$ cat src/hdl/esd_pkg.sv
`timescale 1ns / 1ps

package esd_pkg;

  typedef enum logic [2:0] {
    MODE_NORMAL = 3'd0,
    MODE_ESCAPE = 3'd1,
    MODE_HEX_HI = 3'd2,
    MODE_HEX_LO = 3'd3,
    MODE_CARET  = 3'd4
  } mode_t;

  localparam logic [7:0] CHAR_NUL       = 8'h00;
  localparam logic [7:0] CHAR_BACKSLASH = 8'h5C;
  localparam logic [7:0] CHAR_CARET     = 8'h5E;
  localparam logic [7:0] CHAR_X         = 8'h78;
  localparam logic [7:0] CHAR_S         = 8'h73;
  localparam logic [7:0] CHAR_E         = 8'h65;
  localparam logic [7:0] CHAR_B         = 8'h62;
  localparam logic [7:0] CHAR_N         = 8'h6E;
  localparam logic [7:0] CHAR_R         = 8'h72;
  localparam logic [7:0] CHAR_T         = 8'h74;

  localparam logic [7:0] BYTE_SPACE     = 8'h20;
  localparam logic [7:0] BYTE_ESC       = 8'd27;
  localparam logic [7:0] BYTE_BS        = 8'd8;
  localparam logic [7:0] BYTE_LF        = 8'd10;
  localparam logic [7:0] BYTE_CR        = 8'd13;
  localparam logic [7:0] BYTE_TAB       = 8'd9;

  typedef struct packed {
    logic       emit;
    logic [7:0] data;
    logic       last;
  } result_t;

  // '0'..'9' -> 0..9, letters of either case -> 10..35, anything else -> 0
  function automatic logic [5:0] digit_value(input logic [7:0] ch);
    logic [7:0] diff;
    begin
      diff = 8'h00;
      if (ch >= 8'h30 && ch <= 8'h39) begin
        diff = ch - 8'h30;
      end else if (ch >= 8'h61 && ch <= 8'h7A) begin
        diff = ch - 8'h61 + 8'd10;
      end else if (ch >= 8'h41 && ch <= 8'h5A) begin
        diff = ch - 8'h41 + 8'd10;
      end
      return diff[5:0];
    end
  endfunction

endpackage

$ cat src/hdl/escape_sequence_decoder.sv
`timescale 1ns / 1ps
// Escape sequence decoder.
// Input stream (s_*): one text byte per transfer. A backslash opens an escape
// (\x plus two digits, \\, \^, \s, \e, \b, \n, \r, \t); a caret turns the next
// byte into a control code; a zero byte ends the string.
// Output stream (m_*): one decoded byte per transfer; m_tlast marks the
// terminator produced by a zero input byte, with m_tdata zero.
// Bytes that open an escape or caret sequence, the x and first digit of a
// hex escape, and unknown escape letters produce no output transfer.
// Path: a taken byte is held in the input register, decoded by combinational
// logic, and its result is registered in the output register behind m_tvalid.
// Throughput: one byte per cycle unless the output stalls; the decode is a
// single pass of logic between the input register and the output register.
// Reset (rst, synchronous) empties both registers and returns the decoder
// to normal mode. When m_tready is low the output register holds its
// transfer; an empty input register still takes one byte, then s_tready
// stays low until the output drains.
module escape_sequence_decoder (
  input  logic       clk,
  input  logic       rst,
  input  logic       s_tvalid,
  output logic       s_tready,
  input  logic [7:0] s_tdata,   // [7:0] text_byte
  output logic       m_tvalid,
  input  logic       m_tready,
  output logic [7:0] m_tdata,   // [7:0] decoded_byte
  output logic       m_tlast
);

  import esd_pkg::*;

  logic       advance;
  logic       in_valid;
  logic [7:0] in_byte;
  result_t    res;

  esd_in_stage u_in_stage (
    .clk      (clk),
    .rst      (rst),
    .s_tvalid (s_tvalid),
    .s_tready (s_tready),
    .s_tdata  (s_tdata),
    .advance  (advance),
    .in_valid (in_valid),
    .in_byte  (in_byte)
  );

  esd_decode u_decode (
    .clk      (clk),
    .rst      (rst),
    .in_valid (in_valid),
    .in_byte  (in_byte),
    .advance  (advance),
    .res      (res)
  );

  esd_out_stage u_out_stage (
    .clk      (clk),
    .rst      (rst),
    .res      (res),
    .advance  (advance),
    .m_tvalid (m_tvalid),
    .m_tready (m_tready),
    .m_tdata  (m_tdata),
    .m_tlast  (m_tlast)
  );

endmodule

$ cat src/hdl/esd_in_stage.sv
`timescale 1ns / 1ps

module esd_in_stage (
  input  logic       clk,
  input  logic       rst,
  input  logic       s_tvalid,
  output logic       s_tready,
  input  logic [7:0] s_tdata,
  input  logic       advance,
  output logic       in_valid,
  output logic [7:0] in_byte
);

  assign s_tready = !in_valid || advance;

  always_ff @(posedge clk) begin
    if (rst) begin
      in_valid <= 1'b0;
    end else if (s_tready) begin
      in_valid <= s_tvalid;
    end
  end

  always_ff @(posedge clk) begin
    if (s_tvalid && s_tready) begin
      in_byte <= s_tdata;
    end
  end

endmodule

$ cat src/hdl/esd_decode.sv
`timescale 1ns / 1ps

module esd_decode (
  input  logic            clk,
  input  logic            rst,
  input  logic            in_valid,
  input  logic [7:0]      in_byte,
  input  logic            advance,
  output esd_pkg::result_t res
);

  import esd_pkg::*;

  mode_t      mode;
  mode_t      mode_next;
  logic [7:0] partial_hex;
  logic [7:0] partial_hex_next;
  logic       step;
  logic [5:0] digit;

  assign step  = in_valid && advance;
  assign digit = digit_value(in_byte);

  always_ff @(posedge clk) begin
    if (rst) begin
      mode        <= MODE_NORMAL;
      partial_hex <= 8'h00;
    end else if (step) begin
      mode        <= mode_next;
      partial_hex <= partial_hex_next;
    end
  end

  always_comb begin
    mode_next        = MODE_NORMAL;
    partial_hex_next = partial_hex;
    res.emit         = 1'b0;
    res.data         = in_byte;
    res.last         = 1'b0;
    if (in_byte == CHAR_NUL) begin
      partial_hex_next = 8'h00;
      res.emit         = 1'b1;
      res.data         = 8'h00;
      res.last         = 1'b1;
    end else begin
      unique case (mode)
        MODE_ESCAPE: begin
          res.emit = 1'b1;
          unique case (in_byte)
            CHAR_X: begin
              mode_next = MODE_HEX_HI;
              res.emit  = 1'b0;
            end
            CHAR_BACKSLASH: res.data = CHAR_BACKSLASH;
            CHAR_CARET:     res.data = CHAR_CARET;
            CHAR_S:         res.data = BYTE_SPACE;
            CHAR_E:         res.data = BYTE_ESC;
            CHAR_B:         res.data = BYTE_BS;
            CHAR_N:         res.data = BYTE_LF;
            CHAR_R:         res.data = BYTE_CR;
            CHAR_T:         res.data = BYTE_TAB;
            default:        res.emit = 1'b0;
          endcase
        end
        MODE_HEX_HI: begin
          partial_hex_next = {digit[3:0], 4'h0};
          mode_next        = MODE_HEX_LO;
        end
        MODE_HEX_LO: begin
          partial_hex_next = 8'h00;
          res.emit         = 1'b1;
          res.data         = partial_hex + {2'b00, digit};
        end
        MODE_CARET: begin
          res.emit = 1'b1;
          res.data = {3'b000, in_byte[4:0]};
        end
        default: begin
          if (in_byte == CHAR_BACKSLASH) begin
            mode_next = MODE_ESCAPE;
          end else if (in_byte == CHAR_CARET) begin
            mode_next = MODE_CARET;
          end else begin
            res.emit = 1'b1;
          end
        end
      endcase
    end
    res.emit = res.emit && in_valid;
  end

endmodule

$ cat src/hdl/esd_out_stage.sv
`timescale 1ns / 1ps

module esd_out_stage (
  input  logic             clk,
  input  logic             rst,
  input  esd_pkg::result_t res,
  output logic             advance,
  output logic             m_tvalid,
  input  logic             m_tready,
  output logic [7:0]       m_tdata,
  output logic             m_tlast
);

  import esd_pkg::*;

  assign advance = !m_tvalid || m_tready;

  always_ff @(posedge clk) begin
    if (rst) begin
      m_tvalid <= 1'b0;
    end else if (advance) begin
      m_tvalid <= res.emit;
    end
  end

  always_ff @(posedge clk) begin
    if (advance && res.emit) begin
      m_tdata <= res.data;
      m_tlast <= res.last;
    end
  end

endmodule

$ cat config.mk
export PLATFORM = sky130hd
export DESIGN_NAME = escape_sequence_decoder
export DESIGN_NICKNAME = d
export VERILOG_FILES = /design/src/hdl/esd_pkg.sv /design/src/hdl/escape_sequence_decoder.sv /design/src/hdl/esd_in_stage.sv /design/src/hdl/esd_decode.sv /design/src/hdl/esd_out_stage.sv
export SDC_FILE = /design/constraint.sdc
export NUM_CORES = 1
export LEC_CHECK = 0
export BUFFER_PORTS_ARGS = -buffer_cell sky130_fd_sc_hd__buf_4
export CAP_MARGIN = 20
export CORE_MARGIN = 1.5
export CORE_UTILIZATION = 60
export DETAILED_ROUTE_END_ITERATION = 6
export HOLD_SLACK_MARGIN = 0.03
export PLACE_DENSITY = 0.82
export SLEW_MARGIN = 20
export SYNTH_ARGS = -nofsm -noshare
export SYNTH_HDL_FRONTEND = slang
export SYNTH_HIERARCHICAL = 1
export SYNTH_SLANG_ARGS = --single-unit
$ cat constraint.sdc
create_clock -name clk -period 8.14 [get_ports clk]
set_clock_uncertainty 0.15 [all_clocks]
set_input_delay 0 -clock clk [delete_from_list [all_inputs] [get_ports clk]]
set_output_delay 0 -clock clk [all_outputs]
set_load 0.005 [all_outputs]
; ---- After elaboration in Yosys (flattened, before gate mapping)
; Cells that the tools add are included.
[classes]
addsub = 6
n_lt_le_gt_ge = 6
eq_ne = 13
muxes = 18
reduce_logical = 16
[ops]
columns = cell, count
row1 = $eq A8 B7 Y1 const B, 9
row2 = $pmux W8 S8, 1
row3 = $pmux W8 S3, 1
row4 = $mux W6, 3
row5 = $ge A8 B7 Y1 const B, 2
row6 = $le A8 B7 Y1 const B, 2
row7 = $pmux W8 S2, 1
row8 = $add A6 B4 Y6 const B, 2
row9 = $sub A6 B6 Y6 const B, 2
row10 = $mux W3, 3
row11 = $mux W9, 1
row12 = $pmux W3 S3, 1
row13 = $add A8 B6 Y8, 1
row14 = $ge A8 B6 Y1 const B, 1
row15 = $le A8 B6 Y1 const B, 1
row16 = $logic_not A8 Y1, 1
row17 = $mux W8, 1
row18 = $reduce_or A8 Y1, 1
row19 = $logic_and A1 B1 Y1, 7
row20 = $eq A3 B2 Y1 const B, 2
row21 = $sub A6 B1 Y6 const B, 1
row22 = $mux W1, 4
row23 = $eq A3 B1 Y1 const B, 1
row24 = $eq A3 B3 Y1 const B, 1
row25 = 7 further kinds, 9
[word_totals]
register_bits = 30
input_bits = 12
out_inout_bits = 11
elab_cells = 66

; ---- Depth between registers and ports, before layout
; Gate-level depths: netlist (run 1).
[depth]
word_depth = 10
depth_mapped = 13
mapped_depth_nobuf = 12

; ---- Cells and area by module
; The synthesis (run 1) kept the hierarchy.
[by_module_without_submodules]
columns = mod, n_inst, cells_each, area_each_um2
row1 = esd_decode, 1, 179, 1367.6
row2 = esd_out_stage, 1, 14, 325.3
row3 = esd_in_stage, 1, 13, 295.3

; ---- Worst setup path before layout (run 1)
; Ideal clock, no wire load.
[synth_path]
path_kind = flip-flop to flip-flop
start = reg u_in_stage.in_byte[0]
end = reg u_out_stage.m_tdata[6] (data pin)
setup_time_ns = 0.257
t_arrival_ns = 2.915
setup_slack_ns = 4.819
stages_incl_launch_ff = 14
n_path_buf = 1
period_less_slack_ns = 3.321
cell_sequence = edfxtp_1 inv_1 ha_1 buf_4 or4b_4 a21boi_1 o211ai_1 nor2b_1 nor2_1 ha_1 fa_1 xnor2_1 o21ai_0 a32o_1
[synth_via]
elab_chain_cells = 7
[synth_lines]
columns = item, line
row1 = "start, declared", esd_in_stage.sv:11  ; output logic [7:0] in_byte
row2 = "start signal, assigned", esd_in_stage.sv:26  ; in_byte <= s_tdata;
row3 = "$sub A6 B1 Y6, or another cell as far along", esd_pkg.sv:47  ; diff = ch - 8'h41 + 8'd10;
row4 = $add A6 B4 Y6 or $logic_and A1 B1 Y1 (tied branches), "esd_pkg.sv:47, esd_pkg.sv:46"
row5 = $mux W6, esd_pkg.sv:46  ; end else if (ch >= 8'h41 && ch <= 8'h5A) begin
row6 = $mux W6, esd_pkg.sv:44  ; end else if (ch >= 8'h61 && ch <= 8'h7A) begin
row7 = $mux W6, esd_pkg.sv:42  ; if (ch >= 8'h30 && ch <= 8'h39) begin
row8 = $add A8 B6 Y8, esd_decode.sv:72  ; res.data = partial_hex + {2'b00, digit};
row9 = $pmux W8 S3, esd_decode.sv:46  ; unique case (mode)
row10 = "end signal, assigned", esd_out_stage.sv:28  ; m_tdata <= res.data;
row11 = "end, declared", esd_out_stage.sv:10  ; output logic [7:0] m_tdata,
; Several ways; a longest one is shown, not always the timed one.
; A chain may end at the register's enable or synchronous reset.

; ---- Worst setup path in the final report (run 1)
; Same ends and word-level chain as after synthesis.

==> results.toml, run 1 <==
[sta]
maxSlewHeadroom_pct = 62.2
final.setup.tns_ns = 0
max_freq_ghz = 0.267
maxSlewViolCount = 0
period_share_pct = 46.1
rsz0062_at_grt = "false"
hold_viol_final = 0
worst_pin_slew_ns = 0.567
finalCriticalPeriod_ns = 3.75
setup-violations-final = 0

[global_routing]
grt_max_degree = 19
grtUsageMet2_pct = 49.2
grt_use_met1_pct = 37.3
grt_pass1_vias = 1796
grt.met3_usage_pct = 3.62
antenna_found_initial = 0
grt-busiest-layer = "met2"
grt_overflow = 0
grt_pass1_wl_um = 8140
grt.total_usage_pct = 29.4

[critical_path]
cp_slowest_cell = "edfxtp_1"
reg2reg_from = "u_in_stage/in_byte[0]"
arrival_ns = 3.70
start_kind = "register"
endpoint_kind = "register"
cpLargestDelayFamily = "adder cells"
critPathMaxFanout = 10
r2r_end = "u_out_stage/m_tdata[6]"
startpoint = "u_in_stage/in_byte[0]"
worstPathRequired_ns = 8.08
worstPathCellList = "inv_1, ha_1, or4b_4, a21boi_1, o211ai_1, nor2b_1, nor2_1, ha_1, fa_1, xnor2_1, o21ai_0, a32o_1"
critPathMostFrequentCell = "ha_1"
ff2ff_setup_slack_ns = 4.39
worstSetupPathType = "reg -> reg"
max_stage_delay_ns = 0.54
critPathBufInv = 1
rr_worst_depth = 12

[cts]
ctsLongestPathBuffers = 2
cts_buffers = 3
cts_sinks = 26
cts_resized = 0
cts_tree = "built"
cts_setup_buffers = 0
cts_root_buf = "clkbuf_4"
clk_latency_ns = 0.32
clkTransAtPathRegs_ns = 0.15
holdBufCountCts = 12
htreeDepth = 1

[power_and_ir_drop]
ir_drop_v = 0.0000760
finalPower_mw = 0.273
cellPowerDensity_nw_per_um2 = 118
leakage_nw = 0.910

[placed_design]
place_congestion = 0.987
dp_hpwl_um = 3660
dp_cells = 262
port_buffers = 22
place_area_um2 = 2150

[logic_synthesis]
synthArstFlopShare_pct = 0
yosys.area.top_type = "edfxtp_1"
ys.warnings.count = 6
synthTopCellsByArea = "edfxtp_1 (26%), dfxtp_1 (9.1%), ha_1 (6.9%)"
yosys.area_share.simple_pct = 22.5
synth.most_common_cell = "edfxtp_1"
synth-main-ff-cell = "edfxtp_1"
synth.avg_cell_area_um2 = 9.65
synth-compound-area-share_pct = 26.3
synth_cell_types = 68
ys_ff_latch = 26
synth_fa_ha_area_share_pct = 8.43
synthMuxAreaShare_pct = 1.01
syn_nets = 230
synth-xor-area-share_pct = 2.20
synth_top_area_share_pct = 25.7
synth-seq-area-share_pct = 34.7
synthTopCellsByCount = "edfxtp_1 (17), nor2_1 (14), nand2_1 (13), a21oi_1 (12)"
synth_edf_count = 17
syn_inst = 206
synth_top_family_by_area = "compound AO/OA/AOI/OAI gates"
synth_area_um2 = 1990

[route]
wl_per_cell_um = 18.4
num_vias = 1824
ant_nets = 0
drtIter0Drc = 156
wirelength_um = 5110
routed_via_density = 6.56
drc = 0
firstDrtPassIters = 5

[final_layout]
seq_area_um2 = 691
nFillCells = 249
stdcell_area_um2 = 2310
finalNonFillerCells = 278
n_antenna_cell = 0
multiInputGateArea_um2 = 1200
layout.nets = 259
syn_to_final_growth_pct = 16.2
drive_above_1_share_pct = 18.4

[worst_hold_path]
hold-path-cell-count = 5
min_from = "m_tready"
min_to = "u_decode/mode[0]"
min_path_type = "in -> reg"

[outcome]
status = "completed"

[floorplan]
core_area_um2 = 3100
fp.dieW_um = 60.6
die_y_um = 60.6
ios = 23
die_area_um2 = 3670
rows = 20
start_util_pct = 64.1

[run]
max_cap_viol_count = 0
-- report_power, final --
group	switching (mW)	internal [mW]	leakage, nW
registers	0.00822	0.146	0.234
logic	0.0264	0.0249	0.655
clock network	0.0398	0.0273	0.0210
-- registers in the layout, indices dropped and copies added, names as in the netlist --
signal	count
u_in_stage/in_valid	1
u_decode/partial_hex	4
u_out_stage/m_tlast	1
u_in_stage/in_byte	8
u_out_stage/m_tdata	8
u_out_stage/m_tvalid	1
u_decode/mode	3
-- worst max-delay path by stage --
stage	endpoint	cells past startpoint	slack, ns
2_1_floorplan	u_out_stage/m_tdata[6]	13	4.82
3_3_place_gp	u_out_stage/m_tdata[6]	12	4.58
3_5_place_dp	u_out_stage/m_tdata[6]	12	4.44
4_1_cts	u_out_stage/m_tdata[6]	12	4.42
5_1_grt	u_out_stage/m_tdata[6]	12	4.11
6_report	u_out_stage/m_tdata[6]	12	4.39
-- worst register-to-register path, cell delays in order, from the launching register on --
cell and delay, ns:
edfxtp_1 0.54, inv_1 0.17, ha_1 0.38, or4b_4 0.54, a21boi_1 0.28, o211ai_1 0.15
nor2b_1 0.17, nor2_1 0.07, ha_1 0.20, fa_1 0.39, xnor2_1 0.17, o21ai_0 0.09
a32o_1 0.22
-- cells in the final DEF, fill, tap and decap left out, types with 4 or more instances in the layout --
cell type      count
nor2b_1            5
inv_1             11
o22ai_1            4
dlygate4sd3_1     12
edfxtp_1          17
ha_1              11
dfxtp_1            9
o21ai_0            7
nand2_1           13
a32oi_1            4
nand3_1            7
nor2_1            14
a22o_1             7
buf_4             22
xnor2_1            5
a21oi_1           12
-- cells by family (layout without fill, tap and decap cells) --
group | after synthesis | in the layout
multiplexers | 2 | 2
AO/OA/AOI/OAI | 68 | 68
adder cells (fa/ha/maj) | 13 | 13
flip-flops | 26 | 26
buffers and inverters | 21 | 49
AND/OR/NAND/NOR | 71 | 71
XOR/XNOR | 5 | 5
-- area by class of cell --
| cell class | count | share of cell area (%) |
|---|---|---|
| repair buffers | 34 | 12.4 |
| inverters | 11 | 1.79 |
| well taps | 44 | 2.38 |
| clock buffers | 4 | 1.57 |
| flip-flops and latches | 26 | 29.9 |
| multi-input cells | 159 | 52.0 |
-- metal layers --
metal / vias up / part of all wire, % / wire length, um
met5: - / 0 / 0
li1: 842 / - / -
met4: 0 / 3.1 / 159
met1: 840 / 40 / 2020
met2: 121 / 48 / 2440
met3: 21 / 9.5 / 485
-- per-stage QoR --
stage | setup slack (ns) | hold slack, ns | utilization (%)
after floorplan | 4.82 | -0.0876 | -
after global placement | 4.58 | 0.0298 | 69.4
after detailed placement | 4.44 | 0.0292 | 69.4
after CTS | 4.42 | 0.0773 | 74.4
after global routing | 4.11 | 0.102 | 74.4
final | 4.39 | 0.0782 | 74.4
(Power assumes the default switching activity.)
==> inputs of run 2 (changes only) <==
Settings changed: CORE_UTILIZATION 60 to 58, PLACE_DENSITY 0.82 to 0.79.
Clock period 8.14 ns to 3.8 ns, I/O delays scaled along.
==> results.toml, run 2 (synthesis gave the netlist of run 1 again) <==
[outcome]
status = "completed"

[global_routing]
grt_pass1_wl_um = 8050
grt_max_degree = 16
grt_pass1_vias = 1713
antenna_found_initial = 0
grt_overflow = 0
grt.total_usage_pct = 29.6

[critical_path]
cpLargestDelayFamily = "adder cells"
cp_slowest_cell = "or4b_4"
critPathMaxFanout = 6
critPathBufInv = 0
reg2reg_from = "u_in_stage/in_byte[0]"
rr_worst_depth = 11
worstPathCellList = "ha_1, or4b_4, a32oi_4, o211ai_1, nor2b_1, nor2_1, ha_1, fa_1, xnor2_1, o21ai_0, a32o_1"
endpoint_kind = "register"
ff2ff_setup_slack_ns = 0.20
max_stage_delay_ns = 0.59
arrival_ns = 3.56
r2r_end = "u_out_stage/m_tdata[6]"
worstSetupPathType = "reg -> reg"
critPathMostFrequentCell = "ha_1"
worstPathRequired_ns = 3.76
start_kind = "register"

[final_layout]
final_common_cell = "buf_4"
top_regs = "u_in_stage/in_byte x8, u_out_stage/m_tdata x8, u_decode/partial_hex x4"
layout_common_cells = "buf_4 (29), edfxtp_1 (17), nor2_1 (14)"
n_antenna_cell = 0
nFillCells = 262
multiInputGateArea_um2 = 1200
layout.nets = 266
seq_area_um2 = 691
syn_to_final_growth_pct = 19.7
drive_above_1_share_pct = 21.2

[sta]
maxSlewViolCount = 0
period_share_pct = 94.8
worst_pin_slew_ns = 0.528
max_freq_ghz = 0.278
final.setup.tns_ns = 0
rsz0062_at_grt = "false"
setup-violations-final = 0
maxSlewHeadroom_pct = 64.3
hold_viol_final = 0
finalCriticalPeriod_ns = 3.60
holdWs_ns = 0.226

[cts]
clk_latency_ns = 0.33
cts_tree = "built"
cts_root_buf = "clkbuf_4"
htreeDepth = 1
cts_sinks = 26
cts_buffers = 3
ctsLongestPathBuffers = 2
clkTransAtPathRegs_ns = 0.15

[worst_hold_path]
min_to = "u_in_stage/in_byte[5]"
min_path_type = "in -> reg"
min_from = "s_tdata[5]"
hold-path-cell-count = 2

[placed_design]
place_congestion = 0.984
dp_hpwl_um = 3930
port_buffers = 22

[floorplan]
die_y_um = 61.5
fp.dieW_um = 61.5
start_util_pct = 60.1
rows = 21
die_area_um2 = 3790
core_area_um2 = 3310
ios = 23

[run]
max_cap_viol_count = 0

[route]
firstDrtPassIters = 5
routed_via_density = 6.50
ant_nets = 0
drc = 0
wirelength_um = 5370
num_vias = 1865
wl_per_cell_um = 18.7
drtIter0Drc = 150

[power_and_ir_drop]
cellPowerDensity_nw_per_um2 = 259
ir_drop_v = 0.000151
leakage_nw = 0.948
==> run 2: cell count changes in the layout (fill, tap and decap cells not counted) <==
cell | previous run | this run
a21boi_1 | 1 | 0
a21boi_2 | 0 | 1
buf_4 | 22 | 29
clkbuf_16 | 0 | 1
clkbuf_8 | 1 | 0
==> run 2: worst max path at each step <==
stage,start,to,cells past startpoint
after floorplan,u_in_stage/in_byte[0],u_out_stage/m_tdata[6],13
after global placement,u_in_stage/in_byte[0],u_out_stage/m_tdata[6],11
after detailed placement,u_in_stage/in_byte[0],u_out_stage/m_tdata[6],11
after CTS,u_in_stage/in_byte[0],u_out_stage/m_tdata[6],11
after global routing,u_in_stage/in_byte[0],u_out_stage/m_tdata[6],11
final,u_in_stage/in_byte[0],u_out_stage/m_tdata[6],11
==> run 2: cell type report <==
class	instances	share of cell area (%)
Inverter	11	1.74
Timing Repair Buffer	41	14.2
Clock buffer	4	2.00
Multi-Input combinational cell	159	50.6
Tap cell	46	2.42
Sequential cell	26	29.0
==> run 2: through the flow <==
| stage | setup slack (ns) | instances | instance area [um2] | util [%] | power [mW] |
|---|---|---|---|---|---|
| finish | 0.198 | 287 | 2380 | 71.9 | 0.617 |
| global route | 0.0282 | 287 | 2380 | 71.9 | 0.639 |
| CTS | 0.120 | 286 | 2370 | 71.5 | 0.612 |
| detailed placement | 0.145 | 270 | 2200 | 66.5 | 0.439 |
| global placement | 0.348 | 270 | 2200 | 66.5 | 0.437 |
| floorplan | 0.479 | 206 | 1990 | - | 0.398 |
==> run 2: repair_timing <==
action | in CTS | in global routing
gates resized for setup | 0 | 1
endpoints found under the setup margin | 0 | 1
hold endpoints to repair | 25 | 0
hold buffers | 12 | 0
buffers inserted | 0 | 1
==> run 2: worst register-to-register path: stages (launching register included) <==
cell	delay [ns]
edfxtp_1	0.50
ha_1	0.32
or4b_4	0.59
a32oi_4	0.26
o211ai_1	0.16
nor2b_1	0.18
nor2_1	0.07
ha_1	0.22
fa_1	0.41
xnor2_1	0.19
o21ai_0	0.11
a32o_1	0.22
==> run 2: power breakdown <==
group          switching [mW]  internal, mW
logic                  0.0647        0.0578
clock network          0.0886        0.0805
registers              0.0121         0.314
==> run 2: routing by layer <==
layer  track usage, %  wire length, um
met5                0                0
met4             16.1              223
met3             4.83              392
met2             49.2             2580
met1             36.3             2170
